`src/hw/rtl/lhm_pkg.sv`:
```
package lhm_pkg;

    // Field widths of the stream items
    localparam int KIND_W   = 2;
    localparam int KEY_W    = 16;
    localparam int ENTRY_W  = 8;
    localparam int STATUS_W = 2;

    // Operation codes
    localparam logic [KIND_W-1:0] OP_INSERT = 2'd0;
    localparam logic [KIND_W-1:0] OP_REMOVE = 2'd1;
    localparam logic [KIND_W-1:0] OP_LOOKUP = 2'd2;

    // Result status codes
    localparam logic [STATUS_W-1:0] ST_OK   = 2'd0;
    localparam logic [STATUS_W-1:0] ST_MISS = 2'd1;
    localparam logic [STATUS_W-1:0] ST_FULL = 2'd2;

    localparam logic [ENTRY_W-1:0] ENTRY_LIMIT_RST = 8'd160;
    localparam logic [ENTRY_W-1:0] ENTRY_NONE      = 8'hFF;

    // Result selection for the output register
    typedef enum logic [1:0] {
        RES_OK,
        RES_MISS,
        RES_FULL,
        RES_LOOKUP
    } t_res;

    // Controller -> datapath
    typedef struct packed {
        logic accept;      // latch input item
        logic hash_start;  // load mixed key into hash pipe
        logic use_rep;     // work on the relocated slot, not the item
        logic home_load;   // probe slot <= home, probe count <= 0
        logic probe_next;  // advance probe slot
        logic rd_scan;     // read at scan pointer instead of probe slot
        logic wr_key;      // store key (and value, with wr_val)
        logic wr_val;      // write value (zero unless wr_key)
        logic wr_at_scan;  // write at scan pointer instead of probe slot
        logic rep_load;    // capture read slot for relocation
        logic scan_init;   // scan <= probe slot + 1, scan count <= 0
        logic scan_next;   // advance scan pointer
        logic keep_val;    // keep read value for lookup result
        logic res_load;    // load output register
        t_res res;
    } t_cmd;

    // Datapath -> controller
    typedef struct packed {
        logic [KIND_W-1:0] kind;
        logic              ent_max;    // entry cannot be stored
        logic              val_zero;   // slot read is empty
        logic              key_eq;     // slot key equals working key
        logic              val_eq;     // slot value equals item entry + 1
        logic              cnt_last;   // probe has visited every slot
        logic              mcnt_full;  // relocation count exhausted
        logic              scan_last;  // scan pointer at last slot
        logic              out_free;   // output register can take a result
    } t_sts;

    // xorshift mix of a key, 16 bits wide
    function automatic logic [KEY_W-1:0] mix_key(input logic [KEY_W-1:0] k);
        logic [KEY_W-1:0] h;
        h = k;
        h = h ^ (h >> 7);
        h = h ^ (h << 9);
        h = h ^ (h >> 8);
        return h;
    endfunction

endpackage

```
`src/hw/rtl/lhm_ctrl.sv`:
```
module lhm_ctrl (
    input  logic          i_clk,
    input  logic          i_rst_n,
    input  logic          i_in_valid,
    output logic          o_in_ready,
    input  lhm_pkg::t_sts i_sts,
    output lhm_pkg::t_cmd o_cmd
);
    import lhm_pkg::*;

    localparam logic [3:0] S_CLEAR = 4'd0;
    localparam logic [3:0] S_IDLE  = 4'd1;
    localparam logic [3:0] S_H0    = 4'd2;
    localparam logic [3:0] S_H1    = 4'd3;
    localparam logic [3:0] S_H2    = 4'd4;
    localparam logic [3:0] S_H3    = 4'd5;
    localparam logic [3:0] S_PRD   = 4'd6;
    localparam logic [3:0] S_PCK   = 4'd7;
    localparam logic [3:0] S_RRD   = 4'd8;
    localparam logic [3:0] S_RCK   = 4'd9;
    localparam logic [3:0] S_FIN   = 4'd10;

    logic [3:0] r_state, n_state;
    logic       r_rep, n_rep;     // relocating a cluster slot
    t_res       r_res, n_res;
    logic       op_ok;

    assign op_ok = (i_sts.kind == OP_LOOKUP) ||
                   ((i_sts.kind inside {OP_INSERT, OP_REMOVE}) && !i_sts.ent_max);

    always_comb begin
        n_state    = r_state;
        n_rep      = r_rep;
        n_res      = r_res;
        o_cmd      = '0;
        o_cmd.res  = r_res;
        o_cmd.use_rep = r_rep;
        o_in_ready = 1'b0;
        case (r_state)
            S_CLEAR: begin
                o_cmd.wr_val     = 1'b1;
                o_cmd.wr_at_scan = 1'b1;
                o_cmd.scan_next  = 1'b1;
                if (i_sts.scan_last) begin
                    n_state = S_IDLE;
                end
            end
            S_IDLE: begin
                o_in_ready = 1'b1;
                if (i_in_valid) begin
                    o_cmd.accept = 1'b1;
                    n_rep        = 1'b0;
                    n_state      = S_H0;
                end
            end
            S_H0: begin
                o_cmd.hash_start = 1'b1;
                if (!r_rep && !op_ok) begin
                    n_res   = RES_MISS;
                    n_state = S_FIN;
                end else begin
                    n_state = S_H1;
                end
            end
            S_H1: n_state = S_H2;
            S_H2: n_state = S_H3;
            S_H3: begin
                o_cmd.home_load = 1'b1;
                n_state         = S_PRD;
            end
            S_PRD: n_state = S_PCK;
            S_PCK: begin
                if (r_rep || i_sts.kind == OP_INSERT) begin
                    if (i_sts.val_zero || i_sts.key_eq) begin
                        o_cmd.wr_key = 1'b1;
                        o_cmd.wr_val = 1'b1;
                        if (r_rep) begin
                            o_cmd.scan_next = 1'b1;
                            n_state         = S_RRD;
                        end else begin
                            n_res   = RES_OK;
                            n_state = S_FIN;
                        end
                    end else if (i_sts.cnt_last) begin
                        if (r_rep) begin
                            o_cmd.scan_next = 1'b1;
                            n_state         = S_RRD;
                        end else begin
                            n_res   = RES_FULL;
                            n_state = S_FIN;
                        end
                    end else begin
                        o_cmd.probe_next = 1'b1;
                        n_state          = S_PRD;
                    end
                end else if (i_sts.val_zero) begin
                    n_res   = RES_MISS;
                    n_state = S_FIN;
                end else if (i_sts.key_eq) begin
                    if (i_sts.kind == OP_REMOVE) begin
                        if (i_sts.val_eq) begin
                            // empty the slot, then repair the cluster behind it
                            o_cmd.wr_val    = 1'b1;
                            o_cmd.scan_init = 1'b1;
                            n_state         = S_RRD;
                        end else begin
                            n_res   = RES_MISS;
                            n_state = S_FIN;
                        end
                    end else begin
                        o_cmd.keep_val = 1'b1;
                        n_res          = RES_LOOKUP;
                        n_state        = S_FIN;
                    end
                end else if (i_sts.cnt_last) begin
                    n_res   = RES_MISS;
                    n_state = S_FIN;
                end else begin
                    o_cmd.probe_next = 1'b1;
                    n_state          = S_PRD;
                end
            end
            S_RRD: begin
                if (i_sts.mcnt_full) begin
                    n_res   = RES_OK;
                    n_state = S_FIN;
                end else begin
                    o_cmd.rd_scan = 1'b1;
                    n_state       = S_RCK;
                end
            end
            S_RCK: begin
                if (i_sts.val_zero) begin
                    n_res   = RES_OK;
                    n_state = S_FIN;
                end else begin
                    o_cmd.rep_load   = 1'b1;
                    o_cmd.wr_val     = 1'b1;
                    o_cmd.wr_at_scan = 1'b1;
                    n_rep            = 1'b1;
                    n_state          = S_H0;
                end
            end
            S_FIN: begin
                if (i_sts.out_free) begin
                    o_cmd.res_load = 1'b1;
                    n_state        = S_IDLE;
                end
            end
            default: n_state = S_IDLE;
        endcase
    end

    always_ff @(posedge i_clk) begin
        if (!i_rst_n) begin
            r_state <= S_CLEAR;
            r_rep   <= 1'b0;
            r_res   <= RES_MISS;
        end else begin
            r_state <= n_state;
            r_rep   <= n_rep;
            r_res   <= n_res;
        end
    end

`ifndef SYNTHESIS
    a_accept_hash: assert property (@(posedge i_clk) disable iff (!i_rst_n)
        (r_state == S_IDLE && i_in_valid) |=> (r_state == S_H0))
        else $error("accepted item did not enter hashing");

    a_res_free: assert property (@(posedge i_clk) disable iff (!i_rst_n)
        o_cmd.res_load |-> i_sts.out_free)
        else $error("result loaded over an untaken result");

    a_fin_hold: assert property (@(posedge i_clk) disable iff (!i_rst_n)
        (r_state == S_FIN && !i_sts.out_free) |=> (r_state == S_FIN))
        else $error("result dropped while output stalled");

    a_key_wr_probe: assert property (@(posedge i_clk) disable iff (!i_rst_n)
        o_cmd.wr_key |-> (!o_cmd.wr_at_scan && r_state == S_PCK))
        else $error("key written outside a probe check");
`endif

endmodule

```
`config.mk`:
```
export PLATFORM = sky130hd
export DESIGN_NAME = lhm_ctrl
export DESIGN_NICKNAME = d
export VERILOG_FILES = /design/src/hw/rtl/lhm_pkg.sv /design/src/hw/rtl/lhm_ctrl.sv
export SDC_FILE = /design/constraint.sdc
export NUM_CORES = 1
export LEC_CHECK = 0
export ABC_AREA = 1
export ABC_CLOCK_PERIOD_IN_PS = 3900
export BUFFER_PORTS_ARGS = -buffer_cell sky130_fd_sc_hd__buf_2
export CORE_MARGIN = 3
export CORE_UTILIZATION = 50
export CTS_CLUSTER_SIZE = 8
export DETAILED_ROUTE_END_ITERATION = 12
export PLACE_DENSITY = 0.8
export SYNTH_ARGS = -nofsm -noshare
export SYNTH_HDL_FRONTEND = slang
export SYNTH_SLANG_ARGS = --single-unit
```
`constraint.sdc`:
```
create_clock -name i_clk -period 3.9 [get_ports i_clk]
set_input_delay 0.195 -clock i_clk [delete_from_list [all_inputs] [get_ports i_clk]]
set_output_delay 0.195 -clock i_clk [all_outputs]
set_load 0.01 [all_outputs]
```
# Word level (Yosys, flattened, before mapping)
# Cells that the tools add are included.
[op_classes] n_reduce_logical=16 eq_ne=23 muxes=72
[ops] operator="2-to-1 mux 4 bit" count=12
[ops] operator="case mux 4 bit (11 select lines)" count=1
[ops] operator="2-to-1 mux 1 bit" count=36
[ops] operator="2-to-1 mux 2 bit" count=17
[ops] operator="equality test 4 x 3 -> 1 bit (second input constant)" count=4
[ops] operator="!= test 2 bit (second input constant)" count=7
[ops] operator="equality test 4 bit (second input constant)" count=3
[ops] operator="equality test 4 x 2 -> 1 bit (second input constant)" count=2
[ops] operator="case mux 2 bit (4 select lines)" count=1
[ops] operator="AND reduction 8 bit" count=1
[ops] operator="!= test 6 bit (second input constant)" count=1
[ops] operator="case mux 1 bit (2 select lines)" count=3
[ops] operator="AND reduction 3 bit" count=2
[ops] operator="!= test 5 bit (second input constant)" count=1
[ops] operator="equality test 4 x 1 -> 1 bit (second input constant)" count=1
[ops] operator="zero test 4 bit" count=1
[ops] operator="!= test 4 bit (second input constant)" count=1
[ops] operator="nonzero test 2 bit" count=2
[ops] operator="nonzero test 4 bit" count=1
[ops] operator="zero test 1 bit" count=3
[ops] operator="logical OR 1 bit" count=3
[ops] operator="2-to-1 mux 3 bit" count=1
[ops] operator="!= test 3 bit (second input constant)" count=1
[ops] operator="case mux 1 bit (3 select lines)" count=1
[ops] operator="4 further kinds" count=5
[word_totals] out_inout_bits=17 reg_bits=7

# Logic depth before layout (Yosys ltp)
[depth] depth_word=8 mapped_depth=10

# Worst setup path before layout
# Ideal clock, no wire load.
[synth_timing] path_kind="flip-flop to flip-flop" from="register r_state[1]" to="register r_res[1]" required_ps=3787 t_arrival_ps=1151 synth_period_minus_slack_ps=1264 slack_ps=2636 path_stages_with_launch=10 path_buffers=0 setup_ps=113 cell_sequence="dfxtp_1 nand2_1 nor2_1 nand2_1 nand2_1 nor2_2 nand2_2 nand2_1 nand2_1 nor2_1"
[synth_via] elab_chain_len=3
[synth_lines] element="start, declared" line_no="lhm_ctrl.sv:23" rtl="logic [3:0] r_state, n_state;"
[synth_lines] element="start signal, assigned" line_no="lhm_ctrl.sv:160" rtl="r_state <= n_state;"
[synth_lines] element="equality test 4 x 3 -> 1 bit, or another cell as far along" line_no="lhm_ctrl.sv:39" rtl="case (r_state)"
[synth_lines] element="!= test 6 bit (no line), or another cell as far along"
[synth_lines] element="AND reduction 8 bit (no line)"
[synth_lines] element="end signal, assigned" line_no="lhm_ctrl.sv:162" rtl="r_res <= n_res;"
[synth_lines] element="end, declared" line_no="lhm_ctrl.sv:25" rtl="t_res r_res, n_res;"
# Parallel ways exist; a longest one is shown, timed or not.
# A chain may end at the register's enable or synchronous reset.

==> impl_metrics.ini <==
[global_routing]
grt_overflow = 0
first_global_vias = 769
grt_pass1_wl_um = 3250
grt_use_total_pct = 21.9
antenna_found_initial = 0
grt_max_degree = 7

[run_status]
status = finished, final reports clean

[floorplanning]
die_area_um2 = 1960
fp.coreArea_um2 = 1330
die_w_um = 44.3
rows = 13
start_util_pct = 55.1
ioPinCount = 30
chipHeight_um = 44.3

[pwr]
p_leak_uw = 0.000572
internal-power_uw = 255
clkPwrFrac_pct = 12.8
vdd_drop_max_mv = 0.420
combPwrFrac_pct = 64.3
sw_frac_of_total_pct = 52.1
p_per_area_nw_per_um2 = 580
pwr-share-seq_pct = 22.9
p_switching_uw = 277

[cells_and_area]
antenna_cells = 0
fin_cells = 181
final_common_cell = nand2_1
multi_input_area_um2 = 485
synthToLayoutAreaGrowth_pct = 24.9
drive_gt1_share_pct = 31.3
layout.nets = 180
seq_area_um2 = 140
fillers = 125
layout_common_cells = nand2_1 (34), buf_2 (29), nor2_1 (23), inv_1 (22), nand3_1 (9)
fin_util_pct = 68.8

[sta]
slew_viol_final = 0
rsz0062_at_grt = false
post-route-period-util_pct = 42.9
min_period_ps = 1670
setup_viol = 0
finClkSkew_ps = 3.81
fmax_mhz = 597
fin_setup_tns_ps = 0
finalHoldViolCount = 0
fin_ws_ps = 2230
slew-limit-headroom_pct = 79.1
tightest_slew_ps = 310

[route]
wire_per_inst_um = 11.1
drcViolationCount = 0
wl_um = 2000
vias = 911
ant_nets = 0
viasPerCell = 5.03
drt-pass1-iter-count = 4
drt_iter0_drc = 28

[synthesis]
ys_types = 21
syn_nets = 147
synth_seq_cells = 7
netlist_instances = 134
synth_area_um2 = 734
avgSynthCellArea_um2 = 5.48
yosys_warnings = 0
seq_area_frac_synth_pct = 19.1

[placement]
dp_hpwl_um = 1660
io_buffer_count = 29
place_inst = 177
place_ws_ps = 2460
gp_congestion = 0.942

[clocking]
clk_path_buf_depth = 2
cts_max_level = 1
worstSkewPairLatency_ps = 250
path_clk_slew_ps = 50
cts_buffers = 3
cts_setup_buffers = 0
cts_tree = done
cts_root_buffer = clkbuf_4
cts_hold_buf = 0
post_cts_resized = 0
clock-sinks = 7

[worst_setup_path]
r2r_start = r_state[0]$_SDFFE_PN0P_
crit_arrival_ps = 1480
required_ps = 3700
critPathLaunchType = flop
cpMaxStageDelayCell = dfxtp_1
critPathMaxFanout = 5
critPathCaptureType = primary output
slowest_delay_ps = 400
crit_path_start = r_state[0]$_SDFFE_PN0P_
cp_top_family = simple AND/OR/NAND/NOR gates
path_class = flop to primary output
crit_chain = inv_2, nor2_2, nand2_1, nor2_1, buf_2
critPathBufInv = 2

[min_path]
min_from = i_rst_n
min_path_type = input port to flop

[flow_run]
drv_cap = 0
-- cell families (layout without fill, tap and decap cells) --
logic type	after synthesis	count (layout)	share of synthesized area, %
buffers and inverters	28	60	14.8
flip-flops	7	7	19.1
AND/OR/NAND/NOR	86	86	55.9
AO/OA/AOI/OAI	13	13	10.2
-- worst paths after layout --
check	end	slack, ps	depth (start not counted)
setup / recovery	o_cmd[15]	2230	5
hold / removal	r_res[0]$_SDFFE_PN1P_	160	2
setup reg to reg	r_state[0]$_SDFFE_PN0P_	2420	9
hold reg to reg	r_res[0]$_SDFFE_PN1P_	470	2
-- power groups by stage --
stage,Combinational (uW),Clock (uW),Sequential (uW)
floorplan,230,0,123
global placement,337,0,122
detailed placement,336,0,123
CTS,338,69.7,122
global route,381,73.7,125
finish,342,68.1,122
-- layout make-up --
type | instances | area share, %
inverter | 27 | 11.1
sequential | 7 | 15.3
clock buffer | 4 | 2.86
multi-input combinational | 99 | 52.9
tap | 15 | 2.05
timing repair buffer | 29 | 15.8
-- per-stage QoR --
step                hold slack [ps]  power [uW]  instance area [um^2]
floorplan                       280         353                   734
global placement                414         459                   891
detailed placement              415         458                   891
CTS                             157         529                   917
global route                    170         580                   917
finish                          156         532                   917
-- synthesized netlist by cell type, drive strengths merged --
cell type / number / area share [%]
o211ai: 1 / 1.0
a41oi: 1 / 1.2
nor2: 30 / 20
a211oi: 1 / 1.0
dfxtp: 7 / 19
nand4: 2 / 1.7
nor3: 2 / 1.4
nor3b: 1 / 1.0
buf: 1 / 1.0
nand3: 11 / 8.9
nand2: 40 / 22
o21ai: 6 / 4.1
a21oi: 3 / 2.0
inv: 27 / 14
a31oi: 1 / 0.85
-- state kept, by name, summed over array words and instances, names as in the netlist --
| register | count |
|---|---|
| r_res | 2 |
| r_rep | 1 |
| r_state | 4 |
-- metal layers --
layer  vias up  part of all wire, %  track usage (%)
li1        482                    -                -
met1       394                   45             29.1
met2        33                   46             35.8
met3         2                  8.5             2.03
met4         0                 0.95             9.64
met5         -                    0                0
Note: power is estimated with default switching activity, not from simulation.
